==> config.mk <==
export PLATFORM = sky130hd
export DESIGN_NAME = hds_update
export DESIGN_NICKNAME = d
export VERILOG_FILES = /design/src/rtl/hds_pkg.sv /design/src/rtl/hds_update.sv
export SDC_FILE = /design/constraint.sdc
export NUM_CORES = 2
export LEC_CHECK = 0
export ABC_AREA = 0
export ABC_CLOCK_PERIOD_IN_PS = 8800
export BUFFER_PORTS_ARGS = -buffer_cell sky130_fd_sc_hd__buf_2
export CELL_PAD_IN_SITES_DETAIL_PLACEMENT = 1
export CELL_PAD_IN_SITES_GLOBAL_PLACEMENT = 2
export CORE_MARGIN = 1.5
export CORE_UTILIZATION = 40
export CTS_CLUSTER_DIAMETER = 40
export DETAILED_ROUTE_END_ITERATION = 16
export PLACE_DENSITY = 0.88
export SYNTH_ARGS = -nofsm -noshare
export SYNTH_HDL_FRONTEND = slang
export SYNTH_SLANG_ARGS = --single-unit
==> constraint.sdc <==
create_clock -name i_clk -period 8.8 [get_ports i_clk]
set_input_delay 1.76 -clock i_clk [delete_from_list [all_inputs] [get_ports i_clk]]
set_output_delay 1.76 -clock i_clk [all_outputs]
set_load 0.005 [all_outputs]
==> src/rtl/hds_pkg.sv <==
// Shared types and constants for the 2D heat diffusion step block.
package hds_pkg;

    // Defaults for the top-level parameters
    localparam int MAX_COLS_DEF   = 32;
    localparam int VALUE_BITS_DEF = 32;

    // Fixed field and register widths
    localparam int ROW_BITS      = 12;
    localparam int COL_OUT_BITS  = 5;
    localparam int GAIN_BITS     = 16;
    localparam int ROWS_CFG_BITS = 13;
    localparam int COLS_CFG_BITS = 6;
    localparam int CFG_IDX_BITS  = 2;
    localparam int CFG_DATA_BITS = 16;
    localparam int MAX_ROWS      = 4096;

    // Fractional bits of the gains, and the rounding half step
    localparam int FRAC_BITS = 16;
    localparam int ROUND_HALF = 32768;

    // Configuration register indexes
    typedef enum logic [CFG_IDX_BITS-1:0] {
        CFG_GRID_ROWS = 2'd0,
        CFG_GRID_COLS = 2'd1,
        CFG_ROW_GAIN  = 2'd2,
        CFG_COL_GAIN  = 2'd3
    } t_cfg_idx;

    // Position tag carried along the update pipeline with each result
    typedef struct packed {
        logic [ROW_BITS-1:0]     row;
        logic [COL_OUT_BITS-1:0] col;
        logic                    last;
    } t_meta;

endpackage

==> src/rtl/hds_update.sv <==
// Five-stage update pipeline: second differences, gain products, rounding, saturation.
module hds_update
    import hds_pkg::*;
#(
    parameter int VALUE_BITS = VALUE_BITS_DEF
) (
    input  logic                         i_clk,
    input  logic                         i_rst_n,
    input  logic                         i_adv,
    input  logic                         i_valid,
    input  logic signed [VALUE_BITS-1:0] i_center,
    input  logic signed [VALUE_BITS-1:0] i_up,
    input  logic signed [VALUE_BITS-1:0] i_down,
    input  logic signed [VALUE_BITS-1:0] i_left,
    input  logic signed [VALUE_BITS-1:0] i_right,
    input  t_meta                        i_meta,
    input  logic [GAIN_BITS-1:0]         i_row_gain,
    input  logic [GAIN_BITS-1:0]         i_col_gain,
    output logic                         o_valid,
    output logic [VALUE_BITS-1:0]        o_value,
    output t_meta                        o_meta
);

    localparam int DW = VALUE_BITS + 2;          // second difference
    localparam int GW = GAIN_BITS + 1;           // gain as signed
    localparam int PW = DW + GW;                 // one product
    localparam int SW = PW + 1;                  // sum of products
    localparam int IW = SW - FRAC_BITS;          // rounded increment
    localparam int NW = IW + 1;                  // center plus increment

    localparam logic signed [SW-1:0] HALF   = SW'(ROUND_HALF);
    localparam logic signed [NW-1:0] SAT_HI = (NW'(1) <<< (VALUE_BITS - 1)) - NW'(1);
    localparam logic signed [NW-1:0] SAT_LO = -SAT_HI - NW'(1);

    logic                         r_va, r_vb, r_vc, r_vd, r_ve;
    t_meta                        r_ma, r_mb, r_mc, r_md, r_me;
    logic signed [VALUE_BITS-1:0] r_ca, r_cb, r_cc, r_cd;
    logic signed [VALUE_BITS-1:0] r_up, r_dn, r_lf, r_rt;
    logic signed [DW-1:0]         r_dr, r_dc;
    logic signed [PW-1:0]         r_pr, r_pc;
    logic signed [IW-1:0]         r_inc;
    logic [VALUE_BITS-1:0]        r_out;

    logic signed [GW-1:0] w_gr, w_gc;
    logic signed [SW-1:0] w_sum;
    logic signed [NW-1:0] w_n;
    logic signed [NW-1:0] w_sat;

    assign w_gr = signed'({1'b0, i_row_gain});
    assign w_gc = signed'({1'b0, i_col_gain});

    // Round to nearest, ties up: add half, then floor shift
    assign w_sum = SW'(r_pr) + SW'(r_pc) + HALF;

    // Final add and clamp to the value range
    always_comb begin
        w_n = NW'(r_cd) + NW'(r_inc);
        priority if (w_n > SAT_HI) begin
            w_sat = SAT_HI;
        end else if (w_n < SAT_LO) begin
            w_sat = SAT_LO;
        end else begin
            w_sat = w_n;
        end
    end

    // Valid bits of the stages
    always_ff @(posedge i_clk) begin
        if (!i_rst_n) begin
            r_va <= 1'b0;
            r_vb <= 1'b0;
            r_vc <= 1'b0;
            r_vd <= 1'b0;
            r_ve <= 1'b0;
        end else if (i_adv) begin
            r_va <= i_valid;
            r_vb <= r_va;
            r_vc <= r_vb;
            r_vd <= r_vc;
            r_ve <= r_vd;
        end
    end

    // Datapath stages
    always_ff @(posedge i_clk) begin
        if (i_adv) begin
            // operands
            r_ma <= i_meta;
            r_ca <= i_center;
            r_up <= i_up;
            r_dn <= i_down;
            r_lf <= i_left;
            r_rt <= i_right;
            // second differences
            r_mb <= r_ma;
            r_cb <= r_ca;
            r_dr <= DW'(r_up) + DW'(r_dn) - (DW'(r_ca) <<< 1);
            r_dc <= DW'(r_lf) + DW'(r_rt) - (DW'(r_ca) <<< 1);
            // gain products
            r_mc <= r_mb;
            r_cc <= r_cb;
            r_pr <= PW'(r_dr) * PW'(w_gr);
            r_pc <= PW'(r_dc) * PW'(w_gc);
            // rounded increment
            r_md <= r_mc;
            r_cd <= r_cc;
            r_inc <= IW'(w_sum >>> FRAC_BITS);
            // saturated result
            r_me <= r_md;
            r_out <= VALUE_BITS'(w_sat);
        end
    end

    assign o_valid = r_ve;
    assign o_value = r_out;
    assign o_meta  = r_me;

endmodule
* Word level (Yosys, flattened, before mapping)
Index checks and enable logic that the tools add are counted.
Operators by class: $add $sub $neg 7, multipliers 2, order comparisons 2, mux-type cells 1
Operators with widths (count):
- 34-bit by 17-bit multiplier with 51-bit output | 2
- 33-bit by 33-bit subtractor with 34-bit output | 2
- 32-bit by 32-bit adder with 33-bit output | 2
- 51-bit by 51-bit adder with 52-bit output | 1
- 52-bit by 17-bit adder with 52-bit output, second input constant | 1
- 32-bit by 36-bit adder with 37-bit output | 1
- 37-bit by 32-bit > comparator with 1-bit output, second input constant | 1
- 37-bit by 32-bit less-than comparator with 1-bit output, second input constant | 1
- 32-bit two-way mux | 1
Storage, ports and cells: register bits after elaboration 589, bits of input ports 214, word-level logic and storage cells 46

* Depth between registers and ports, before layout
word-level depth 3, mapped depth 27, mapped depth without buffers 25

* Worst setup path after synthesis
OpenSTA, ideal clock, no wires.
kind input -> register, from input i_row_gain[8], to register r_pr[46], data pin, library setup time 0.262 ns, data arrival time 7.708 ns, data required time 8.538 ns, slack 0.829 ns, cell stages on the path 26, buffers on the path 2, cells stage by stage clkbuf_1 > clkbuf_1 > nand2_1 > fa_1 > inv_1 > fa_1 > inv_1 > fa_1 > inv_1 > fa_1 > fa_1 > inv_1 > fa_1 > inv_1 > ha_1 > a21o_1 > a21oi_1 > nor2_1 > nor4_1 > a21o_1 > a21oi_1 > a221oi_2 > o21ai_1 > a31oi_1 > o21bai_1 > xor2_1
Between the ends: cells in the longest elaborated chain, start to end 1
Ends and longest elaborated chain:
- start: declaration | line hds_update.sv:17 | input logic [GAIN_BITS-1:0] i_row_gain,
- 34-bit by 17-bit multiplier with 51-bit output | line hds_update.sv:102 | r_pr <= PW'(r_dr) * PW'(w_gr);
- end signal: assignment | line hds_update.sv:102
- end: declaration | line hds_update.sv:40 | logic signed [PW-1:0] r_pr, r_pc;
Every way passes these cells. A chain may end at the register's enable or synchronous reset.

* Worst setup path after layout
from input i_row_gain[9], to register r_pr[46], data pin
The elaborated chain is that of the path after synthesis.

==> metrics.md <==
| Metric | Value |
|---|---|
| Post-synth top area cell | fa_1 |
| Vias after detailed routing | 44571 |
| WL per Instance | 20.8 um |
| Worst-skew pair later-pin latency | 770 ps |
| Routed wire length | 183000 um |
| Final Critical Period | 8040 ps |
| Library cells used by synthesis | 80 |
| Non-filler cells, final | 8779 |
| Post-Syn Area | 65200 sq um |
| Die width | 407 um |
| Largest net degree at the start of global routing | 165 |
| CP max FO | 17 |
| Area contributors post-synth | fa_1, edfxtp_1, inv_1, ha_1, nand2_1 |
| Fin. Hold Viols | 0 |
| Crit path capture type | register |
| 1st-iter DRT viols | 2622 |
| Total gr overflow | 0 |
| Sum of negative setup slack | 0 ps |
| # IOs | 265 |
| Starting Density | 40.5% |
| CP max stage cell | fa_1 |
| Mux contribution to synthesized area | 0.130% |
| Most common flop cell mapped by yosys | edfxtp_1 |
| Worst slew margin | 23.7% |
| Clock Pin Slew Worst Setup and Hold Paths | 60 ps |
| Post-synthesis adder-cell area fraction | 42.2% |
| Max-Cap Viols | 0 |
| Worst Skew | 109 ps |
| Vias/cell | 5.08 |
| Fmax | 0.124 GHz |
| DRT Pass-1 Iters | 5 |
| Status | completed |
| Crit Path Category | in -> reg |
| Area growth, synth to finish | 11.6% |
| CTS resizes | 0 |
| Clock Tree Buf Depth | 3 |
| Count of final max-slew check failures | 0 |
| Row count | 147 |
| Clock sink total | 589 |
| YS warnings | 0 |
| PortBufs | 264 |
| Top Family by Delay on Critical Path | adder cells |
| Post-synth EDFFs | 584 |
| Critical path buffer and inverter count | 7 |
| Clk root buf | clkbuf_16 |
| CTS Hold Bufs | 0 |
| Mapped Nets | 8021 |
| Hold Crit Class | reg -> reg |
| Full die area | 165000 sq um |
| Largest family of logic cells by synthesized area | adder cells |
| Post-CTS setup buffers | 0 |
| Layout cells sized above 1 | 8.46% |
| Post-synth ARST share | 0% |
| Most used cell along the critical path | fa_1 |
| Synth top area share | 33.7% |
| Placed insts | 8580 |
| Global placement routability congestion | 0.904 |
| Simple-gate share of the synthesized area | 11.9% |
| Yosys reg bits | 589 |
| CP startpoint kind | primary input |
| Initial antenna violation count | 23 |
| Synth Instances | 6265 |
| CP arrival | 8510 ps |
| Final #Nets | 8280 |
| Syn Area/Cell | 10.4 sq um |
| CP max stage delay | 530 ps |
| Die Span Y | 407 um |
| Crit path required time | 9270 ps |
| First-pass GRT wire length | 289000 um |
| Number of global-route vias before repair | 51493 |
| RSZ-0062 raised after global routing | no |
| Sequential cell area fraction in the yosys report | 27.0% |
| Synth Area in XOR/XNOR | 2.86% |
| DRT antenna net count | 0 |
| Total track usage | 22.9% |
| Num CTS Buffers | 102 |
| Tightest Pin Transition | 1150 ps |
| Placeable Area | 161000 sq um |
| Remaining DRCs | 0 |
| Dpl hpwl | 147000 um |
| Final setup violation count | 0 |
| Final period util | 91.4% |
| Synth Area in Compound Gates | 6.11% |
| H-Tree Depth | 3 |
| CTS tree | built |
## Yosys cell counts, drive strengths merged, types with 6 or more instances
library cell and number:
o211ai 14, fa 1099, o31a 6, clkbuf 186
xnor2 159, xor2 54, nand4 20, edfxtp 584
nor3 40, and2 421, a21boi 8, or2 9
and3 28, o31ai 6, nor2b 38, mux2i 7
a21o 104, nor2 121, ha 443, nand3 46
o21bai 21, a31o 7, or3 9, inv 1486
a311oi 7, o21a 37, a21oi 189, a211o 7
a31oi 28, a211oi 26, buf 8, o21ai 97
nand2b 28, nand2 837, and4 8
## cell usage in the layout, fill, tap and decap left out, drive strengths merged, types with 9 or more instances in the layout
master	Yosys	layout
a21oi	189	189
and2	421	421
clkinv	0	43
clkbuf	186	109
nand3	46	46
xor2	54	54
o21a	37	37
bufinv	0	12
or3	9	9
nand4	20	20
buf	8	349
a31oi	28	28
nor3	40	40
o21ai	97	97
or2	9	9
xnor2	159	159
a21o	104	104
o21bai	21	21
nand2b	28	28
edfxtp	584	584
nor2	121	121
and3	28	28
nor2b	38	38
a211oi	26	26
inv	1486	1504
diode	0	9
o211ai	14	14
nand2	837	837
ha	443	443
fa	1099	1099
## layout make-up
cell class / instances / area [sq um]
clock buffers: 109 / 2580
well taps: 2160 / 2700
diodes: 9 / 22.5
flip-flops and latches: 589 / 17600
clock inverters: 81 / 1040
multi-input cells: 3996 / 41200
fillers: 17936 / 88300
repair buffers: 349 / 2010
inverters: 1486 / 5580
## flip-flops by register name (all words and copies together) (netlist names), 34 cells and up
name and flops:
r_pc 51, r_dc 34, r_dr 34, r_pr 51, r_inc 36
## worst register-to-register path, stage by stage (launching register included)
cell      delay [ps]
edfxtp_1         880
nand2_1          200
fa_1             570
inv_1             50
fa_1             510
inv_1             60
fa_1             540
inv_1             60
fa_1             460
fa_1             490
inv_1             70
fa_1             480
inv_1             40
ha_1             350
a21o_1           190
a21oi_1          200
nor2_1            70
nor4_1           420
a21o_1           260
a21oi_1          170
a221oi_2         390
o21ai_1          230
a31oi_1          380
o21bai_1         130
xor2_1           150
## layer usage
| metal | track usage (%) | routed length [um] | vias to the layer above |
|---|---|---|---|
| met5 | 0 | 136 | - |
| met1 | 27.8 | 73000 | 23274 |
| met3 | 3.85 | 9210 | 357 |
| li1 | - | - | 19875 |
| met2 | 40.7 | 93000 | 1045 |
| met4 | 8.19 | 7280 | 20 |
## cell families after synthesis
group	Yosys count
AO/OA/AOI/OAI	607
XOR/XNOR	213
adder cells (fa/ha/maj)	1542
buffers and inverters	1680
flip-flops	589
multiplexers	8
AND/OR/NAND/NOR	1626
## worst paths after layout
path                      startpoint                 end  slack (ps)  cells past startpoint
setup / recovery       i_row_gain[9]  r_pr[46]$_DFFE_PP_         760                     26
hold / removal    r_cb[22]$_DFFE_PP_  r_cc[22]$_DFFE_PP_         370                      0
hold reg to reg   r_cb[22]$_DFFE_PP_  r_cc[22]$_DFFE_PP_         370                      0
setup reg to reg   r_dr[7]$_DFFE_PP_  r_pr[46]$_DFFE_PP_        1210                     24
## stage by stage
step | hold slack, ps | setup slack, ps | instance area [sq um] | util (%)
CTS | 371 | 841 | 72800 | 45.2
detailed placement | 405 | 106 | 69200 | 42.9
finish | 367 | 756 | 72800 | 45.2
global route | 387 | 362 | 72800 | 45.2
global placement | 401 | 242 | 69200 | 42.9
floorplan | 400 | 829 | 65200 | -
Power is left out: the tool's default activity adds up to more than one toggle a clock period on the data nets, which glitch-free logic cannot reach.
