<file path="config.mk">
export PLATFORM = sky130hd
export DESIGN_NAME = hds_line
export DESIGN_NICKNAME = d
export VERILOG_FILES = /design/src/rtl/hds_pkg.sv /design/src/rtl/hds_cell.sv /design/src/rtl/hds_line.sv
export SDC_FILE = /design/constraint.sdc
export NUM_CORES = 1
export LEC_CHECK = 0
export ABC_AREA = 1
export BUFFER_PORTS_ARGS = -buffer_cell sky130_fd_sc_hd__buf_4
export CAP_MARGIN = 25
export CORE_ASPECT_RATIO = 1.1
export CORE_MARGIN = 2
export CORE_UTILIZATION = 35
export DETAILED_ROUTE_END_ITERATION = 10
export MAX_ROUTING_LAYER = met4
export PLACE_DENSITY = 0.56
export SYNTH_ARGS = -nofsm -noshare
export SYNTH_HDL_FRONTEND = slang
export SYNTH_HIERARCHICAL = 1
export SYNTH_SLANG_ARGS = --single-unit
</file>
<file path="constraint.sdc">
create_clock -name i_clk -period 1.2 [get_ports i_clk]
set_clock_uncertainty 0.15 [all_clocks]
set_input_delay 0 -clock i_clk [delete_from_list [all_inputs] [get_ports i_clk]]
set_output_delay 0 -clock i_clk [all_outputs]
set_load 0.03 [all_outputs]
</file>
<file path="src/rtl/hds_pkg.sv">
// Shared types and constants for the 2D heat diffusion step block.
package hds_pkg;

    // Defaults for the top-level parameters
    localparam int MAX_COLS_DEF   = 32;
    localparam int VALUE_BITS_DEF = 32;

    // Fixed field and register widths
    localparam int ROW_BITS      = 12;
    localparam int COL_OUT_BITS  = 5;
    localparam int GAIN_BITS     = 16;
    localparam int ROWS_CFG_BITS = 13;
    localparam int COLS_CFG_BITS = 6;
    localparam int CFG_IDX_BITS  = 2;
    localparam int CFG_DATA_BITS = 16;
    localparam int MAX_ROWS      = 4096;

    // Fractional bits of the gains, and the rounding half step
    localparam int FRAC_BITS = 16;
    localparam int ROUND_HALF = 32768;

    // Configuration register indexes
    typedef enum logic [CFG_IDX_BITS-1:0] {
        CFG_GRID_ROWS = 2'd0,
        CFG_GRID_COLS = 2'd1,
        CFG_ROW_GAIN  = 2'd2,
        CFG_COL_GAIN  = 2'd3
    } t_cfg_idx;

    // Position tag carried along the update pipeline with each result
    typedef struct packed {
        logic [ROW_BITS-1:0]     row;
        logic [COL_OUT_BITS-1:0] col;
        logic                    last;
    } t_meta;

endpackage

</file>
<file path="src/rtl/hds_cell.sv">
// One cell of a line delay chain: holds one grid value.
module hds_cell
    import hds_pkg::*;
#(
    parameter int VALUE_BITS = VALUE_BITS_DEF
) (
    input  logic                         i_clk,
    input  logic                         i_shift,
    input  logic                         i_entry,
    input  logic signed [VALUE_BITS-1:0] i_din,
    input  logic signed [VALUE_BITS-1:0] i_next,
    output logic signed [VALUE_BITS-1:0] o_q
);

    logic signed [VALUE_BITS-1:0] r_q;

    // Entry cell takes the new value, the others take their upstream neighbor
    always_ff @(posedge i_clk) begin
        if (i_shift) begin
            r_q <= i_entry ? i_din : i_next;
        end
    end

    assign o_q = r_q;

endmodule

</file>
<file path="src/rtl/hds_line.sv">
// Line delay chain of cells; its length follows the active column count.
module hds_line
    import hds_pkg::*;
#(
    parameter int MAX_COLS   = MAX_COLS_DEF,
    parameter int VALUE_BITS = VALUE_BITS_DEF,
    localparam int CW        = $clog2(MAX_COLS)
) (
    input  logic                         i_clk,
    input  logic                         i_shift,
    input  logic [CW-1:0]                i_last_idx,   // active columns minus one
    input  logic signed [VALUE_BITS-1:0] i_din,
    output logic signed [VALUE_BITS-1:0] o_tap0,       // value from cols items back
    output logic signed [VALUE_BITS-1:0] o_tap1        // value from cols-1 items back
);

    logic signed [VALUE_BITS-1:0] w_q [MAX_COLS];

    // Data moves toward cell 0; new values enter at cell cols-1
    for (genvar k = 0; k < MAX_COLS; k++) begin : g_cell
        logic signed [VALUE_BITS-1:0] w_next;
        if (k == MAX_COLS - 1) begin : g_end
            assign w_next = '0;
        end else begin : g_mid
            assign w_next = w_q[k+1];
        end
        hds_cell #(
            .VALUE_BITS(VALUE_BITS)
        ) u_cell (
            .i_clk  (i_clk),
            .i_shift(i_shift),
            .i_entry(i_last_idx == CW'(k)),
            .i_din  (i_din),
            .i_next (w_next),
            .o_q    (w_q[k])
        );
    end

    assign o_tap0 = w_q[0];
    assign o_tap1 = w_q[1];

endmodule

</file>
# Yosys cells after proc, flatten, opt, wreduce, memory -nomap -nowiden
# Index checks and enable logic that the tools add are counted.
[totals]
out_inout_bits = 64
regBits = 1024
inputBits = 39
elab_cells = 95
[classes]
muxes = 31
n_eq_ne = 31
n_reduce_logical = 1
[op_table]
columns = ["op", "n"]
rows = [
  ["$mux W32", 31],
  ["$eq A5 B5 Y1 const B", 16],
  ["$eq A5 B4 Y1 const B", 8],
  ["$eq A5 B3 Y1 const B", 4],
  ["$eq A5 B2 Y1 const B", 2],
  ["$eq A5 B1 Y1 const B", 1],
  ["$logic_not A5 Y1", 1],
]

# Longest topological paths before layout
# Gate-level depths: netlist of run 1.
[depth]
depth_word = 2
depth_mapped = 9
mapped_depth_nobuf = 7

# By module
# The synthesis of run 1 kept the hierarchy.
[modules_own_cells]
columns = ["module", "seq_area_each_um2", "cells_each", "area_per_inst_um2", "instances"]
rows = [
  ["hds_cell", 960.9, 136, 1452.6, 32],
  ["hds_line", 0.0, 66, 272.8, 1],
]

# Least setup slack after synthesis of run 1
# OpenSTA, ideal clock, no wires.
[synth_path]
path_type = "input to register"
from = "input i_last_idx[4]"
to = "register g_cell[0].u_cell.r_q[0], data pin"
arrival_ns = 0.832
required_ns = 0.797
stages = 8
path_buffers = 4
slack_ns = -0.036
cell_sequence = "buf_4 buf_2 nor2_1 buf_6 inv_8 buf_12 nand2_2 nand2_1"
[synth_via]
elab_chain_len = 2
[synth_lines]
columns = ["item", "line", "source"]
rows = [
  ["from (decl)", "hds_line.sv:11", "input logic [CW-1:0] i_last_idx,"],
  ["$logic_not A5 Y1", "hds_line.sv:32", ".i_entry(i_last_idx == CW'(k)),"],
  ["$mux W32", "hds_cell.sv:20", "r_q <= i_entry ? i_din : i_next;"],
  ["to (signal assigned)", "hds_cell.sv:20", ""],
  ["to (decl)", "hds_cell.sv:15", "logic signed [VALUE_BITS-1:0] r_q;"],
]
# Every way passes these cells.
# A chain may end at the register's enable or synchronous reset.

# Worst setup path in the final report of run 1
[layout_path]
from = "register g_cell[1].u_cell.r_q[27]"
to = "output o_tap1[27]"
[layout_lines]
columns = ["item", "line", "source"]
rows = [
  ["from (decl)", "hds_cell.sv:15", ""],
  ["from (signal assigned)", "hds_cell.sv:20", ""],
  ["to (decl)", "hds_line.sv:14", "output logic signed [VALUE_BITS-1:0] o_tap1"],
]
# No word-level cell between the ends.

==> out/qor.json, run 1 <==
{
  "outcome": "finished, violations left",
  "failed_checks": "hold timing, setup timing",
  "netlist.top_cell.by_area": "sky130_fd_sc_hd__edfxtp_1",
  "std_cell_rows": 140,
  "synthDominantCellAreaShare_pct": 65.76,
  "cts_clock_pin_slew_for_the_worst_setup_and_hold_paths_ns": 0.06,
  "cellPowerDensity_nw_per_um2": 1510,
  "rr_worst_depth": 4,
  "ff_latch_area_um2": 30750,
  "min_from": "i_last_idx[0]",
  "synth_cell_types": 14,
  "grt_pass1_vias": 29030,
  "remaining_drc_errors": 0,
  "floorplan.die.height_um": 387.3,
  "viasPerCell": 4.409,
  "final.hold.worst_slack_ns": -0.02155,
  "gp_congestion": 0.7566,
  "critical-path-max-stage-delay_ns": 0.52,
  "route.final.wire_length_um": 89020,
  "crit_slowest_cell": "sky130_fd_sc_hd__edfxtp_1",
  "initialDrtViolationCount": 1724,
  "max_cap_viol": 0,
  "timing.setup.tns_ns": -12.07,
  "hpwlAfterDp_um": 59400,
  "clk-insertion-delay-late_ns": 0.68,
  "areaGrowthSynthToFinish_pct": 15.04,
  "ys_top_cells_by_area": "sky130_fd_sc_hd__edfxtp_1 66%, sky130_fd_sc_hd__nand2_1 22%, sky130_fd_sc_hd__nand2_2 4.3%",
  "crit_path_max_fanout": 2,
  "critPathLaunchType": "register",
  "worstReg2RegStart": "g_cell[1].u_cell/o_q[11]$_DFFE_PP_",
  "total_power_mw": 81.23,
  "most-common-layout-cells": "2769 x sky130_fd_sc_hd__nand2_1, 1024 x sky130_fd_sc_hd__edfxtp_1, 320 x sky130_fd_sc_hd__nand2_2",
  "syn_area_per_cell_um2": 10.58,
  "hold_path.class": "in -> reg",
  "multi_input_area_um2": 12800,
  "cp_cell_sequence": "buf_6",
  "wire_length_of_the_first_global_routing_pass_um": 148400,
  "cts_root_buf": "sky130_fd_sc_hd__clkbuf_16",
  "min_delay_path_depth": 7,
  "finalSetupViolCount": 71,
  "overflow": 0,
  "rrSetupSlack_ns": 0.01,
  "dieWidth_um": 352.5,
  "num_io_pins": 103,
  "cts_inserted_buffers": 110,
  "flops_latches_synth": 1024,
  "setup.worst_path.class": "reg -> out",
  "floorplan.die_area_um2": 136500,
  "largest_reg_flops": 1024,
  "synthesis.area_um2": 46760,
  "final_net_count": 4726,
  "hold_viol_final": 12,
  "portBuffers": 102,
  "post-route-worst-setup-slack_ns": -0.3448,
  "maxClockFrequency_mhz": 647.3,
  "timing.final.crit_period_ns": 1.545,
  "most_common_cell_after_layout_fill_and_taps_aside": "sky130_fd_sc_hd__nand2_1",
  "routed-via-count": 28910,
  "share_of_the_clock_period_used_by_the_worst_path_pct": 128.7,
  "floorplan.initialDensity_pct": 35.31,
  "timing.critical_path.required_ns": 1.05,
  "cts_max_level": 3,
  "final.fill_count": 12480,
  "synthCells": 4418,
  "cts.sink_count": 1024,
  "cts_tree": "done",
  "path_buf_inv": 1,
  "r2r-end": "g_cell[0].u_cell/o_q[11]$_DFFE_PP_",
  "grt_max_degree": 41,
  "synth_sequential_area_ratio_pct": 65.76,
  "count_of_final_max_slew_check_failures": 0,
  "total_leakage_power_nw": 22.85,
  "grt_setup_unrepaired": "true",
  "peakVddDrop_uv": 1096,
  "overall_routing_resource_usage_pct": 13.46,
  "antenna_left": 0,
  "tightestPinTransition_ns": 0.5323,
  "timing.hold.worst_endpoint": "g_cell[8].u_cell/o_q[0]$_DFFE_PP_",
  "drive_gt1_share_pct": 17.53,
  "yosys_warnings": 6,
  "worstSetupEndpointType": "output port",
  "place_worst_setup_slack_ns": -0.3399,
  "critical_path_at_ns": 1.39,
  "postPlaceCellArea_um2": 49450,
  "timing.max_slew.rel_slack_pct": 64.52,
  "wire_per_inst_um": 13.57,
  "core_area_um2": 132400,
  "drt-pass1-iter-count": 5,
  "clock_tree.buffer_depth": 3,
  "grt_antenna_before_repair": 2,
  "worst_path_dominant_cell_family": "flip-flops",
  "post-route-cell-area_um2": 53790
}
==> cells in the mapped netlist (all sizes together) <==
cell type,number
conb,1
clkbuf,96
edfxtp,1024
buf,131
inv,39
nor3,10
nand2,3089
nor2,28
==> logic make-up (layout without fill, tap and decap cells) <==
group / Yosys count / in the layout / synth area share [%]
buffers and inverters: 266 / 597 / 7.386
DFF: 1024 / 1024 / 65.76
other: 1 / 35 / 0.008020
and+or+nand+nor: 3127 / 3127 / 26.84
==> worst max path at each step <==
stage | from | end | cells after the start
6_report | g_cell[1].u_cell/o_q[27]$_DFFE_PP_ | o_tap1[27] | 1
5_1_grt | g_cell[1].u_cell/o_q[27]$_DFFE_PP_ | o_tap1[27] | 1
4_1_cts | g_cell[1].u_cell/o_q[27]$_DFFE_PP_ | o_tap1[27] | 1
3_5_place_dp | i_last_idx[1] | g_cell[0].u_cell/o_q[26]$_DFFE_PP_ | 8
3_3_place_gp | i_last_idx[3] | g_cell[29].u_cell/o_q[27]$_DFFE_PP_ | 8
2_1_floorplan | i_last_idx[4] | g_cell[20].u_cell/o_q[0]$_DFFE_PP_ | 9
==> where the power goes <==
part / leakage, nW / switching (mW) / total [mW] / internal [mW]
Combinational: 11.1 / 3.53 / 5.59 / 2.06
Clock: 1.69 / 13.7 / 32.6 / 18.9
Sequential: 10.1 / 0.717 / 43.0 / 42.3
Total: 22.8 / 17.9 / 81.2 / 63.3
==> metal layers <==
metal / up-vias / wire length (um) / GRT usage, %
met5: - / 0 / -
met4: 0 / 1764 / 3.131
met3: 129 / 3084 / 2.327
met2: 354 / 45440 / 24.03
met1: 13710 / 38740 / 15.72
li1: 14720 / - / -
==> metrics by stage <==
stage	cells	util [%]
floorplan	4449	-
global placement	6282	37.34
detailed placement	6282	37.34
CTS	6541	40.51
global route	6557	40.62
finish	6558	40.62
==> layout make-up <==
| cell class | instances | area share [%] |
|---|---|---|
| Timing Repair Buffer | 353 | 7.750 |
| Tap cell | 1775 | 4.129 |
| Clock buffer | 139 | 5.478 |
| Antenna cell | 3 | 0.01396 |
| Multi-Input combinational cell | 3159 | 23.80 |
| Inverter | 39 | 0.7234 |
| Sequential cell | 1024 | 57.16 |
| Clock inverter | 66 | 0.9420 |
==> timing repair <==
action	in CTS	in global routing
gates resized for setup	64	3
endpoints found under the hold margin	2048	21
hold buffers	38	12
endpoints found under the setup margin	64	1088
buffers inserted	17	7
pin swaps	0	1
Note: power is estimated with default switching activity, not from simulation.
==> inputs of run 2 (changes only) <==
--- a/config.mk
+++ b/config.mk
@@ -14,6 +14,7 @@
 export DETAILED_ROUTE_END_ITERATION = 10
 export MAX_ROUTING_LAYER = met4
 export PLACE_DENSITY = 0.56
+export REMOVE_ABC_BUFFERS = 1
 export SYNTH_ARGS = -nofsm -noshare
 export SYNTH_HDL_FRONTEND = slang
 export SYNTH_HIERARCHICAL = 1
==> run 2 against run 1 <==
  * The run still ends with hold timing, setup timing left
  * Hold slack lost 0.017 ns
  * Final area shrank 0.57%
  * Register-to-register slack is essentially flat
  * Fmax shrank 4.0%
  * Sequential power is essentially flat
  * Non-clock buffer count shrank 20
  * Largest cell class unchanged
  * Highest routed layer unchanged
==> out/qor.json, run 2 (same netlist as run 1, synthesis figures left out) <==
{
  "most-common-layout-cells": "2766 x sky130_fd_sc_hd__nand2_1, 1024 x sky130_fd_sc_hd__edfxtp_1, 323 x sky130_fd_sc_hd__nand2_2",
  "std_cell_rows": 140,
  "hold_path.class": "in -> reg",
  "routed-via-count": 28730,
  "antenna_left": 0,
  "wire_per_inst_um": 13.40,
  "largest_reg_flops": 1024,
  "outcome": "finished, violations left",
  "finalSetupViolCount": 64,
  "place_worst_setup_slack_ns": -0.5116,
  "portBuffers": 102,
  "total_leakage_power_nw": 22.68,
  "cts.sink_count": 1024,
  "final.hold.worst_slack_ns": -0.03845,
  "post-route-worst-setup-slack_ns": -0.4087,
  "floorplan.die_area_um2": 136500,
  "route.final.wire_length_um": 87490,
  "viasPerCell": 4.400,
  "gp_congestion": 0.8002,
  "grt_max_degree": 62,
  "postPlaceCellArea_um2": 49330,
  "cts_inserted_buffers": 107,
  "r2r-end": "g_cell[0].u_cell/o_q[7]$_DFFE_PP_",
  "most_common_cell_after_layout_fill_and_taps_aside": "sky130_fd_sc_hd__nand2_1",
  "min_from": "i_last_idx[2]",
  "final.fill_count": 12600,
  "path_buf_inv": 2,
  "critPathLaunchType": "register",
  "grt_setup_unrepaired": "true",
  "grt_pass1_vias": 28260,
  "clk-insertion-delay-late_ns": 0.66,
  "peakVddDrop_uv": 1068,
  "timing.critical_path.required_ns": 1.05,
  "floorplan.die.height_um": 387.3,
  "share_of_the_clock_period_used_by_the_worst_path_pct": 134.1,
  "core_area_um2": 132400,
  "overflow": 0,
  "timing.setup.tns_ns": -11.30,
  "failed_checks": "hold timing, setup timing",
  "cts_tree": "done",
  "cts_clock_pin_slew_for_the_worst_setup_and_hold_paths_ns": 0.06,
  "grt_antenna_before_repair": 1,
  "cellPowerDensity_nw_per_um2": 1516,
  "critical_path_at_ns": 1.46,
  "tightestPinTransition_ns": 0.5107,
  "hpwlAfterDp_um": 58990,
  "crit_slowest_cell": "sky130_fd_sc_hd__edfxtp_1",
  "cts_max_level": 3,
  "drt-pass1-iter-count": 5,
  "timing.hold.worst_endpoint": "g_cell[19].u_cell/o_q[22]$_DFFE_PP_",
  "cp_cell_sequence": "buf_6 -> buf_6",
  "initialDrtViolationCount": 1476,
  "timing.max_slew.rel_slack_pct": 65.77,
  "setup.worst_path.class": "reg -> out",
  "maxClockFrequency_mhz": 621.6,
  "areaGrowthSynthToFinish_pct": 14.39,
  "floorplan.initialDensity_pct": 35.31,
  "crit_path_max_fanout": 2,
  "clock_tree.buffer_depth": 3,
  "hold_viol_final": 2,
  "num_io_pins": 103,
  "remaining_drc_errors": 0,
  "overall_routing_resource_usage_pct": 13.16,
  "max_cap_viol": 0,
  "critPathMostFrequentCell": "sky130_fd_sc_hd__buf_6",
  "worst_path_dominant_cell_family": "flip-flops",
  "worstSetupEndpointType": "output port",
  "drive_gt1_share_pct": 17.48,
  "min_delay_path_depth": 7,
  "final_net_count": 4703,
  "dieWidth_um": 352.5,
  "worstReg2RegStart": "g_cell[1].u_cell/o_q[7]$_DFFE_PP_",
  "count_of_final_max_slew_check_failures": 0,
  "rr_worst_depth": 3,
  "cts_root_buf": "sky130_fd_sc_hd__clkbuf_16",
  "rrSetupSlack_ns": 0.02,
  "timing.final.crit_period_ns": 1.609,
  "wire_length_of_the_first_global_routing_pass_um": 145700,
  "critical-path-max-stage-delay_ns": 0.50,
  "post-route-cell-area_um2": 53490
}
[run 2: cell count changes in the layout (fill, tap and decap cells not counted), moves of 3 or more]
cell and delta:
sky130_fd_sc_hd__dlygate4sd3_1 -10, sky130_fd_sc_hd__buf_12 -7, sky130_fd_sc_hd__clkbuf_1 -7, sky130_fd_sc_hd__clkbuf_16 -5
sky130_fd_sc_hd__buf_4 -3, sky130_fd_sc_hd__bufinv_16 +3, sky130_fd_sc_hd__nand2_1 -3, sky130_fd_sc_hd__nand2_2 +3
[run 2: worst reg2reg max path: cells and delay by family, from the launching register on]
family / cells / cell delay (ns)
buffers and inverters: 1 / 0.19
DFF: 1 / 0.50
and+or+nand+nor: 2 / 0.11
[run 2: repair_timing]
item | in CTS | in global routing
hold buffers | 35 | 2
buffers inserted | 17 | 6
resized for setup | 65 | 5
endpoints found under the hold margin | 2048 | 3
pin swaps | 0 | 1
endpoints found under the setup margin | 64 | 565
[run 2: area by class of cell]
cell class,count,area (um2),area share [%]
Inverter,39,386.6,0.7228
Clock inverter,72,628.1,1.174
Multi-Input combinational cell,3159,12800,23.93
Clock buffer,127,2795,5.226
Tap cell,1775,2221,4.152
Timing Repair Buffer,333,3902,7.296
Sequential cell,1024,30750,57.49
Antenna cell,1,2.502,0.004679
[run 2: worst max path at each step]
stage                                                      to  cells past startpoint                         startpoint  slack (ns)
after detailed placement  g_cell[27].u_cell/o_q[20]$_DFFE_PP_                      8                      i_last_idx[0]       -0.51
final                                               o_tap1[7]                      2  g_cell[1].u_cell/o_q[7]$_DFFE_PP_       -0.41
after global placement    g_cell[27].u_cell/o_q[20]$_DFFE_PP_                      8                      i_last_idx[0]       -0.44
after CTS                                           o_tap1[7]                      2  g_cell[1].u_cell/o_q[7]$_DFFE_PP_       -0.47
after global routing                                o_tap1[7]                      2  g_cell[1].u_cell/o_q[7]$_DFFE_PP_       -0.47
after floorplan           g_cell[11].u_cell/o_q[10]$_DFFE_PP_                      5                      i_last_idx[0]       -1.75
[run 2: metal layers]
metal	vias to the layer above	wire length [um]	GRT usage (%)
li1	14660	-	-
met1	13570	38040	15.53
met2	377	44810	23.45
met3	120	2995	2.082
met4	0	1634	3.092
met5	-	0	-
[run 2: through the flow]
stage	util, %	instances	total power, mW
after floorplan	-	4222	46.18
after global placement	37.25	6279	48.87
after detailed placement	37.25	6279	49.12
after CTS	40.35	6524	82.12
after global routing	40.39	6530	84.36
final	40.39	6530	81.09
[run 2: power by group]
group / internal (mW) / switching, mW / leakage (nW) / total [mW]
logic: 2.04 / 3.49 / 11.0 / 5.53
registers: 42.3 / 0.711 / 10.1 / 43.0
clock network: 18.9 / 13.7 / 1.67 / 32.6
